===== config.mk =====
export PLATFORM = sky130hd
export DESIGN_NAME = periodic_timer_table
export DESIGN_NICKNAME = d
export VERILOG_FILES = /design/src/hdl/ptt_pkg.sv /design/src/hdl/ptt_mem.sv /design/src/hdl/ptt_engine.sv /design/src/hdl/periodic_timer_table.sv
export SDC_FILE = /design/constraint.sdc
export NUM_CORES = 2
export LEC_CHECK = 0
export BUFFER_PORTS_ARGS = -buffer_cell sky130_fd_sc_hd__buf_2
export CORE_MARGIN = 5
export CORE_UTILIZATION = 45
export CTS_BUF_LIST = sky130_fd_sc_hd__clkbuf_4
export CTS_CLUSTER_SIZE = 16
export DETAILED_ROUTE_END_ITERATION = 8
export GPL_ROUTABILITY_DRIVEN = 0
export PLACE_DENSITY_LB_ADDON = 0.3
export SYNTH_ARGS = -nofsm -noshare
export SYNTH_HDL_FRONTEND = slang
export SYNTH_SLANG_ARGS = --single-unit

===== constraint.sdc =====
create_clock -name clk -period 9.55 [get_ports clk]
set_clock_uncertainty 0.2 [all_clocks]
set_input_delay 0.955 -clock clk [delete_from_list [all_inputs] [get_ports clk]]
set_output_delay 0.955 -clock clk [all_outputs]
set_load 0.05 [all_outputs]

===== src/hdl/ptt_pkg.sv =====
// Shared types and constants of the periodic timer table.
package ptt_pkg;

  // Fixed field widths.
  localparam int TIME_W       = 40;
  localparam int PERIOD_W     = 32;
  localparam int DELAY_W      = 32;
  localparam int OWNER_PORT_W = 8;

  // Defaults for the top-level parameters.
  localparam int DEF_SLOTS      = 16;
  localparam int DEF_OWNER_BITS = 8;

  // Request operation codes.
  typedef enum logic [1:0] {
    OP_TICK     = 2'd0,
    OP_REGISTER = 2'd1,
    OP_REMOVE   = 2'd2,
    OP_UNUSED   = 2'd3
  } opcode_t;

  // Result kinds.
  typedef enum logic [2:0] {
    K_EXPIRY     = 3'd0,
    K_REGISTERED = 3'd1,
    K_DUPLICATE  = 3'd2,
    K_FULL       = 3'd3,
    K_REMOVED    = 3'd4,
    K_NOT_FOUND  = 3'd5
  } kind_t;

  // One registered result, with its strobe.
  typedef struct packed {
    logic                    valid;
    kind_t                   kind;
    logic [OWNER_PORT_W-1:0] owner;
    logic                    last;
  } result_t;

endpackage


===== src/hdl/ptt_mem.sv =====
// Entry memory of the timer table: one write port, one registered read port.
module ptt_mem import ptt_pkg::*; #(
  parameter int DEPTH  = DEF_SLOTS,
  parameter int WIDTH  = DEF_OWNER_BITS + TIME_W + PERIOD_W,
  parameter int ADDR_W = (DEPTH > 1) ? $clog2(DEPTH) : 1
) (
  input  logic              clk,
  input  logic              we,
  input  logic [ADDR_W-1:0] waddr,
  input  logic [WIDTH-1:0]  wdata,
  input  logic [ADDR_W-1:0] raddr,
  output logic [WIDTH-1:0]  rdata
);

  logic [WIDTH-1:0] mem [DEPTH];

  // Write port.
  always_ff @(posedge clk) begin
    if (we) begin
      mem[waddr] <= wdata;
    end
  end

  // Registered read port.
  always_ff @(posedge clk) begin
    rdata <= mem[raddr];
  end

endmodule


===== src/hdl/ptt_engine.sv =====
// Sequencer of the timer table: walks the entry memory, compacts it and builds results.
module ptt_engine import ptt_pkg::*; #(
  parameter int SLOTS      = DEF_SLOTS,
  parameter int OWNER_BITS = DEF_OWNER_BITS,
  parameter int IDX_W      = (SLOTS > 1) ? $clog2(SLOTS) : 1,
  parameter int ENTRY_W    = OWNER_BITS + TIME_W + PERIOD_W
) (
  input  logic                    clk,
  input  logic                    rst,
  input  logic                    start,
  output logic                    busy,
  input  logic [1:0]              opcode,
  input  logic [OWNER_PORT_W-1:0] owner_id,
  input  logic [DELAY_W-1:0]      delay_ms,
  input  logic [PERIOD_W-1:0]     period_ms,
  output logic                    mem_we,
  output logic [IDX_W-1:0]        mem_waddr,
  output logic [ENTRY_W-1:0]      mem_wdata,
  output logic [IDX_W-1:0]        mem_raddr,
  input  logic [ENTRY_W-1:0]      mem_rdata,
  output result_t                 res
);

  localparam int CNT_W = $clog2(SLOTS + 1);
  localparam int KEY_W = (OWNER_BITS < OWNER_PORT_W) ? OWNER_BITS : OWNER_PORT_W;

  typedef enum logic [2:0] {
    S_IDLE   = 3'b001,
    S_WALK   = 3'b010,
    S_FINISH = 3'b100
  } state_t;

  state_t                  state;
  opcode_t                 op;
  logic [OWNER_BITS-1:0]   key;
  logic [DELAY_W-1:0]      delay;
  logic [PERIOD_W-1:0]     period_in;
  logic [TIME_W-1:0]       now;
  logic [CNT_W-1:0]        count;
  logic [IDX_W-1:0]        ridx;
  logic [CNT_W-1:0]        widx;
  logic                    found;
  logic                    pend_valid;
  logic [OWNER_BITS-1:0]   pend_owner;
  result_t                 res_next;

  logic [OWNER_BITS-1:0]   e_owner;
  logic [TIME_W-1:0]       e_deadline;
  logic [PERIOD_W-1:0]     e_period;
  logic [TIME_W-1:0]       dl_next;
  logic [TIME_W-1:0]       new_deadline;
  logic [CNT_W-1:0]        ridx_ext;
  logic                    hit;
  logic                    one_shot;
  logic                    own_match;
  logic                    more;
  logic                    full;

  assign busy = (state != S_IDLE);

  // Fields of the entry read in the previous cycle.
  assign e_owner    = mem_rdata[ENTRY_W-1 -: OWNER_BITS];
  assign e_deadline = mem_rdata[PERIOD_W +: TIME_W];
  assign e_period   = mem_rdata[PERIOD_W-1:0];

  // Expiry check and reload of the current entry.
  assign hit          = (e_deadline <= now);
  assign one_shot     = (e_period == '0);
  assign dl_next      = e_deadline + TIME_W'(e_period);
  assign own_match    = (e_owner == key);
  assign new_deadline = now + TIME_W'(delay);
  assign full         = (count == CNT_W'(SLOTS));

  // The walk continues while another live entry lies beyond the current one.
  assign ridx_ext = CNT_W'(ridx);
  assign more     = ((ridx_ext + CNT_W'(1)) < count);

  // Memory port: read ahead by one entry, write kept entries back compacted.
  always_comb begin
    mem_we    = 1'b0;
    mem_waddr = widx[IDX_W-1:0];
    mem_wdata = {e_owner, ((op == OP_TICK) && hit) ? dl_next : e_deadline, e_period};
    mem_raddr = (state == S_IDLE) ? '0 : IDX_W'(ridx_ext + CNT_W'(1));
    unique case (state)
      S_WALK: begin
        if (op == OP_TICK) begin
          mem_we = !(hit && one_shot);
        end else if (op == OP_REMOVE) begin
          mem_we = !(own_match && !found);
        end
      end
      S_FINISH: begin
        if ((op == OP_REGISTER) && !found && !full) begin
          mem_we    = 1'b1;
          mem_waddr = count[IDX_W-1:0];
          mem_wdata = {key, new_deadline, period_in};
        end
      end
      default: begin
      end
    endcase
  end

  // Next result: an expiry is held back until the next one or the end of
  // the walk shows whether it is the last.
  always_comb begin
    res_next = '0;
    unique case (state)
      S_WALK: begin
        if ((op == OP_TICK) && hit && pend_valid) begin
          res_next = '{valid: 1'b1, kind: K_EXPIRY,
                       owner: OWNER_PORT_W'(pend_owner), last: 1'b0};
        end
      end
      S_FINISH: begin
        unique case (op)
          OP_TICK: begin
            if (pend_valid) begin
              res_next = '{valid: 1'b1, kind: K_EXPIRY,
                           owner: OWNER_PORT_W'(pend_owner), last: 1'b1};
            end
          end
          OP_REGISTER: begin
            if (found) begin
              res_next = '{valid: 1'b1, kind: K_DUPLICATE,
                           owner: OWNER_PORT_W'(key), last: 1'b1};
            end else if (full) begin
              res_next = '{valid: 1'b1, kind: K_FULL,
                           owner: OWNER_PORT_W'(key), last: 1'b1};
            end else begin
              res_next = '{valid: 1'b1, kind: K_REGISTERED,
                           owner: OWNER_PORT_W'(key), last: 1'b1};
            end
          end
          OP_REMOVE: begin
            res_next = '{valid: 1'b1, kind: found ? K_REMOVED : K_NOT_FOUND,
                         owner: OWNER_PORT_W'(key), last: 1'b1};
          end
          default: begin
          end
        endcase
      end
      default: begin
      end
    endcase
  end

  // Sequencer and result register.
  always_ff @(posedge clk) begin
    if (rst) begin
      state      <= S_IDLE;
      now        <= '0;
      count      <= '0;
      pend_valid <= 1'b0;
      found      <= 1'b0;
      res        <= '0;
    end else begin
      res <= res_next;
      unique case (state)
        S_IDLE: begin
          if (start) begin
            op         <= opcode_t'(opcode);
            key        <= OWNER_BITS'(owner_id[KEY_W-1:0]);
            delay      <= delay_ms;
            period_in  <= period_ms;
            ridx       <= '0;
            widx       <= '0;
            found      <= 1'b0;
            pend_valid <= 1'b0;
            if (opcode_t'(opcode) != OP_UNUSED) begin
              if (opcode_t'(opcode) == OP_TICK) begin
                now <= now + TIME_W'(1);
              end
              state <= (count == '0) ? S_FINISH : S_WALK;
            end
          end
        end
        S_WALK: begin
          // One entry per cycle; a hit becomes the held expiry.
          if (op == OP_TICK) begin
            if (hit) begin
              pend_valid <= 1'b1;
              pend_owner <= e_owner;
            end
            if (!(hit && one_shot)) begin
              widx <= widx + CNT_W'(1);
            end
          end else if (op == OP_REMOVE) begin
            if (own_match && !found) begin
              found <= 1'b1;
            end else begin
              widx <= widx + CNT_W'(1);
            end
          end else if (own_match) begin
            found <= 1'b1;
          end
          if (more) begin
            ridx <= ridx + IDX_W'(1);
          end else begin
            state <= S_FINISH;
          end
        end
        S_FINISH: begin
          state <= S_IDLE;
          unique case (op)
            OP_TICK: begin
              count <= widx;
            end
            OP_REGISTER: begin
              if (!found && !full) begin
                count <= count + CNT_W'(1);
              end
            end
            OP_REMOVE: begin
              count <= widx;
            end
            default: begin
            end
          endcase
        end
        default: begin
          state <= S_IDLE;
        end
      endcase
    end
  end

endmodule


===== src/hdl/periodic_timer_table.sv =====
// Top level of the periodic timer table.
//
//   Channel   Handshake            Signals
//   request   start, busy          opcode, owner_id, delay_ms, period_ms
//   result    strobe (no stall)    kind, owner_id_res, last
//
// A request is taken when start is high and busy is low. Tick, register and
// remove requests walk the live entries of the entry memory, one entry per
// cycle through its single read port, then pass a closing state before the
// next request can be taken; an empty table skips the walk, and an unused
// opcode leaves the block idle.
// An expiry is held back until the next expiry or the end of the walk shows
// whether it is the last; the last result of a request appears in the first
// cycle in which busy is low again, and each result lasts one cycle.
// Reset is synchronous and clears the clock and the entry count; the entry
// memory needs no clearing. The result side cannot stall the block.
module periodic_timer_table import ptt_pkg::*; #(
  parameter int SLOTS      = DEF_SLOTS,
  parameter int OWNER_BITS = DEF_OWNER_BITS
) (
  input  logic                    clk,
  input  logic                    rst,
  input  logic                    start,
  output logic                    busy,
  input  logic [1:0]              opcode,
  input  logic [OWNER_PORT_W-1:0] owner_id,
  input  logic [DELAY_W-1:0]      delay_ms,
  input  logic [PERIOD_W-1:0]     period_ms,
  output logic                    strobe,
  output logic [2:0]              kind,
  output logic [OWNER_PORT_W-1:0] owner_id_res,
  output logic                    last
);

  localparam int IDX_W   = (SLOTS > 1) ? $clog2(SLOTS) : 1;
  localparam int ENTRY_W = OWNER_BITS + TIME_W + PERIOD_W;

  logic               mem_we;
  logic [IDX_W-1:0]   mem_waddr;
  logic [ENTRY_W-1:0] mem_wdata;
  logic [IDX_W-1:0]   mem_raddr;
  logic [ENTRY_W-1:0] mem_rdata;
  result_t            res;

  // Sequencer.
  ptt_engine #(
    .SLOTS      (SLOTS),
    .OWNER_BITS (OWNER_BITS),
    .IDX_W      (IDX_W),
    .ENTRY_W    (ENTRY_W)
  ) u_engine (
    .clk       (clk),
    .rst       (rst),
    .start     (start),
    .busy      (busy),
    .opcode    (opcode),
    .owner_id  (owner_id),
    .delay_ms  (delay_ms),
    .period_ms (period_ms),
    .mem_we    (mem_we),
    .mem_waddr (mem_waddr),
    .mem_wdata (mem_wdata),
    .mem_raddr (mem_raddr),
    .mem_rdata (mem_rdata),
    .res       (res)
  );

  // Entry memory.
  ptt_mem #(
    .DEPTH  (SLOTS),
    .WIDTH  (ENTRY_W),
    .ADDR_W (IDX_W)
  ) u_mem (
    .clk   (clk),
    .we    (mem_we),
    .waddr (mem_waddr),
    .wdata (mem_wdata),
    .raddr (mem_raddr),
    .rdata (mem_rdata)
  );

  // Result ports.
  assign strobe       = res.valid;
  assign kind         = res.kind;
  assign owner_id_res = res.owner;
  assign last         = res.last;

  // The memory is written only while a request is being worked on.
  assert property (@(posedge clk) disable iff (rst) mem_we |-> busy)
    else $error("entry memory written while idle");

  // Writes stay inside the table.
  assert property (@(posedge clk) disable iff (rst) mem_we |-> (mem_waddr < SLOTS))
    else $error("entry memory write beyond the table");

  // Every valid request except the unused code makes the block busy.
  assert property (@(posedge clk) disable iff (rst)
    (start && !busy && (opcode != OP_UNUSED)) |=> busy)
    else $error("request taken without starting work");

  // A result only comes out of work that was in progress.
  assert property (@(posedge clk) disable iff (rst) strobe |-> $past(busy))
    else $error("result without a request in progress");

endmodule


* After elaboration in Yosys (flattened, before gate mapping)
Memories as Yosys holds them, arrays and structs flattened. A register that Yosys moved wholly into a read port is not among the register bits.
Index checks and enable logic that the tools add are counted.
** Storage, ports and cells
- Register bits :: 154
- Memory bits (writable) :: 1280
- Input port bits :: 77
- Output and inout port bits :: 14
- Word-level logic and storage cells :: 120
- Memories kept :: 1
** Operators by class
- Add/subtract/negate cells :: 7
- Order comparisons :: 2
- Equality and inequality tests :: 22
- Mux-type cells :: 44
- Bitwise logic cells :: 1
- Reduce and logical (&&, ||, !) cells :: 27
** Memories
- u_mem.mem :: words 16, bits a word 80, rd ports 1, clocked after memory_dff 1, wr ports 1, RTL line ptt_mem.sv:15 : logic [WIDTH-1:0] mem [DEPTH];
** Operators with widths (number)
- two-way mux 80 bit :: 2
- adder 40 x 32 -> 40 bit :: 2
- adder 40 x 1 -> 40 bit (second input constant) :: 1
- <= comparator 40 bit :: 1
- two-way mux 40 bit :: 1
- two-way mux 13 bit :: 3
- one-hot mux 13 bit (3 select lines) :: 1
- zero test 32 bit :: 1
- two-way mux 5 bit :: 6
- one-hot mux 13 bit (2 select lines) :: 1
- two-way mux 4 bit :: 5
- one-hot mux 5 bit (2 select lines) :: 2
- AND reduction 4 bit :: 4
- two-way mux 1 bit :: 13
- two-way mux 3 bit :: 4
- inequality test 2 bit (second input constant) :: 6
- two-way mux 11 bit :: 1
- adder 5 x 1 -> 5 bit (second input constant) :: 2
- inequality test 3 x 1 -> 1 bit (second input constant) :: 3
- AND reduction 3 bit :: 3
- == test 8 bit :: 1
- one-hot mux 4 bit (2 select lines) :: 1
- logical AND 1 bit :: 7
- inequality test 2 x 1 -> 1 bit (second input constant) :: 3
- other kinds (21) :: 29

* Longest topological paths before layout
- Depth after elaboration :: 8
- Depth in mapped cells :: 14
- Gate-level depth less buffers :: 12

* Cells and area by module
A second synthesis with hierarchy kept.
** Second synthesis, totals
- Cell total of the unflattened synthesis :: 3423
- Area total of the unflattened synthesis :: 61272.5 µm²
** Modules (own cells, without submodules)
- ptt_mem :: instances 1, cells an instance 2054, area an instance 49422.4 µm²
- ptt_engine :: instances 1, cells an instance 1369, area an instance 11850.1 µm²

* Least setup slack after synthesis
No wires, ideal clock.
- Path kind :: register to register
- From :: reg u_engine.now[23]
- To :: mem u_mem.mem[0][0] (netlist name) (enable)
- Setup time :: 528 ps
- Arrival time :: 5826 ps
- Data required time :: 8822 ps
- Slack :: 2996 ps
- Stages on the path, launching flop included :: 11
- Clock period less this slack :: 6554 ps
- Path through :: dfxtp_1 inv_1 ha_1 nand4_1 or3_1 o211ai_1 a2111oi_2 nor2_2 o31ai_2 o31ai_1 nor2b_1
** On the way
- Word-level cells in the longest chain between the ends :: 7
** RTL lines
- from (decl) :: RTL line ptt_engine.sv:38 : logic [TIME_W-1:0] now;
- from (signal assigned) :: RTL line ptt_engine.sv:172 : now <= now + TIME_W'(1);
- <= comparator 40 bit :: RTL line ptt_engine.sv:67 : assign hit = (e_deadline <= now);
- logical AND 1 bit :: RTL line ptt_engine.sv:87 : mem_we = !(hit && one_shot);
- zero test 1 bit :: RTL line ptt_engine.sv:87
- two-way mux 1 bit :: RTL line ptt_engine.sv:86 : if (op == OP_TICK) begin
- one-hot mux 1 bit (2 select lines) :: RTL line ptt_engine.sv:84 : unique case (state)
- two-way mux 1 bit :: RTL line ptt_mem.sv:19 : if (we) begin
- two-way mux 1 bit (implied by the code) :: RTL line ptt_mem.sv:20 : mem[waddr] <= wdata;
- to (decl) :: RTL line ptt_mem.sv:15
Every way passes these cells.

* Worst setup path in the final report
- From :: reg u_engine.now[21]
- To :: mem u_mem.mem[3][5] (netlist name) (enable)
The elaborated chain is that of the path after synthesis.

==> results.ini <==
[run_status]
status=finished, final reports clean

[setup_path]
critPathLaunchType=flop
required_ps=10200
cp_slowest_stage_delay_ps=860
worstPathMaxFanout=41
cp_data_arrival_time_ps=5630
worstPathCellList=inv_1 -> ha_1 -> nand4_1 -> or3_1 -> o211ai_1 -> a2111oi_2 -> nor2_4 -> o31ai_2 -> o31ai_1 -> and2_4 -> buf_4
crit_type=flop to flop
end_kind=flop
cp_slowest_cell=and2_4
reg2reg_slack_ps=4570

[power]
combPwrFrac=0.166
ir_worst_vdd_mv=0.119
switching_share=0.284
p_int_w=0.0116
p_switching_w=0.00459
clkPwrFrac=0.334
power.density_nw_per_um2=223
total_power_w=0.0162
seq_power_share=0.500
cellLeakagePower_nw=24.9

[cells_and_area]
drive_gt1_frac=0.198
final_core_util=0.509
final_area_um2=72700
fillers=12200
nNetsFinal=5333
final_common_cell=edfxtp_1
syn_to_final_growth_pct=12.8
mostFrequentLayoutCells=1371 x edfxtp_1, 591 x clkbuf_4, 543 x o21ai_0

[yosys]
synthesis.area_um2=64500
synth_edf_count=1371
synth_area_leader_cell=edfxtp_1
synth-seq-area-share=0.683
synth_cells=4790
synthMuxAreaShare=0.0823
synth-compound-area-share=0.116
yosys.area_share.simple=0.0595
synthArstFlopShare=0
ys_ff_latch=1514
synth_top_area_frac=0.638
synth_top_family_by_area=compound AO/OA/AOI/OAI gates
yosysUniqueCellTypes=79
synth_adder_area_share=0.0233
syn-num-nets=4986
yosysWarnings=0
avgSynthCellArea_um2=13.5
synthXorXnorAreaFrac=0.0144
ys.flop_type=edfxtp_1
ys_top_cells_by_area=edfxtp_1 64%, dfxtp_1 4.4%, o21ai_0 4.2%, mux2_2 4.2%, mux2i_1 4.0%

[sta]
tightest_slew_ps=1320
finalSetupTns_ps=0
drv_slew=0
finalSetupViolations=0
fin_crit_ps=4980
layout_setup_ws_ps=4570
finalCritPeriodShare=0.521
rsz0062_at_grt=false
finalHoldViolations=0
slew_headroom=0.122
fmax_mhz=201

[clocking]
cts.path.max_buffers=4
cts_tree=yes
clk_pin_slew_worst_paths_ps=70
cts.sinks=1514
htreeDepth=5
clock-root-buffer=clkbuf_4
clk_latency_ps=1310
cts_buffers=388

[hold_path]
hold_path.class=primary input to flop

[route]
post_drt_via_cell_ratio=5.75
drt-initial-drc-count=4173
vias=42200
drtPass1Iterations=6
wire_per_inst_um=23.5
totalWireLength_um=172000
drc=0
antenna_left=0

[floorplanning]
io_pins=91
initial_core_util=0.451
fp-row-count=139
die_h_um=389
core_area_um2=143000
die_area_um2=151000
fp.dieW_um=389

[place]
numPortBuffers=90
dp_hpwl_um=94400
place_ws_ps=4670
dpl_cell_area_um2=67100

[global_routing]
grt_usage=0.223
grt_max_degree=162
grt_pass1_vias=41200
globalRouteOverflowTotal=0
grt_pass1_wl_um=258000
antenna_found_initial=7

[job]
cap_violations=0

power groups by stage:
stage / Clock, W / Combinational, W / Sequential, W
floorplan: 0 / 0.00173 / 0.00811
global placement: 0 / 0.00257 / 0.00823
detailed placement: 0 / 0.00261 / 0.00823
CTS: 0.00555 / 0.00265 / 0.00809
global route: 0.00593 / 0.00294 / 0.00810
finish: 0.00541 / 0.00268 / 0.00809
worst paths after layout:
check                        start                      to  cells past startpoint
setup / recovery  u_engine.now[21]         u_mem.mem[3][5]                     11
setup reg to reg  u_engine.now[21]         u_mem.mem[3][5]                     11
hold reg to reg    u_mem.rdata[74]  u_engine.pend_owner[2]                      0
hold / removal        delay_ms[25]      u_engine.delay[25]                      2
cell type report:
type,count,area [um^2],share of cell area
antenna,6,15.0,0.000206
clock buffer,591,4440,0.0610
clock inverter,89,429,0.00590
inverter,71,274,0.00377
multi-input combinational,2911,19300,0.265
sequential,1514,44000,0.605
tap,1903,2380,0.0327
timing repair buffer,251,1900,0.0261
flip-flops by register name, summed over array words and instances, names as in the netlist:
signal	count
u_engine.count	5
u_engine.state	3
u_engine.ridx	4
u_engine.now	40
u_engine.res	13
u_mem.rdata	80
u_engine.pend_owner	8
u_engine.delay	32
u_engine.pend_valid	1
u_engine.found	1
u_engine.widx	5
u_engine.op	2
u_engine.key	8
u_mem.mem	1280
u_engine.period_in	32
synth_stat cells (all sizes together) (5+ instances only):
master / instances
and2: 14
ha: 117
nand2b: 8
dfxtp: 143
nor3: 30
o31ai: 7
mux2i: 258
and3: 17
nor2b: 9
nand4: 19
o22ai: 5
a211oi: 25
clkbuf: 247
mux2: 242
nor2: 211
o211ai: 15
xnor2: 68
o21bai: 9
nand3: 120
nor4: 14
a32o: 9
edfxtp: 1371
a21oi: 515
and4: 11
inv: 71
nand2: 375
or3: 17
a221oi: 84
o21a: 15
nor3b: 7
a31oi: 15
xor2: 38
o21ai: 545
buf: 47
a21o: 36
logic make-up after synthesis:
logic type	count (synthesis)
muxes	500
xor gates and xnor gates	106
adders and majority gates	119
DFF	1514
and+or+nand+nor	864
buffers and inverters	365
AOI/OAI and AO/OA	1322
worst max-delay path: cells and delay by family, from the launching register on:
kind	cells	cell delay, ps
flip-flops	1	350
buffers and inverters	2	930
adder cells (fa/ha/maj)	1	300
AO/OA/AOI/OAI	4	1130
AND/OR/NAND/NOR	4	1590
layer usage:
| layer | global-route usage | vias up | part of all wire |
|---|---|---|---|
| li1 | - | 19200 | - |
| met1 | 0.317 | 20900 | 0.44 |
| met2 | 0.343 | 1854 | 0.46 |
| met3 | 0.0479 | 266 | 0.083 |
| met4 | 0.0783 | 4 | 0.026 |
| met5 | 0 | - | 0.00016 |
timing repair:
action | CTS | global route
hold buffers | 76 | 0
buffers inserted | 0 | 0
gates resized for setup | 0 | 0
hold endpoints to repair | 89 | 0
through the flow:
step	instances	hold WS, ps
4_1_cts	7330	17.5
3_5_place_dp	6574	262
3_3_place_gp	6574	266
6_report	7336	157
5_1_grt	7332	60.6
2_1_floorplan	4790	243
Note: power is estimated with default switching activity, not from simulation.
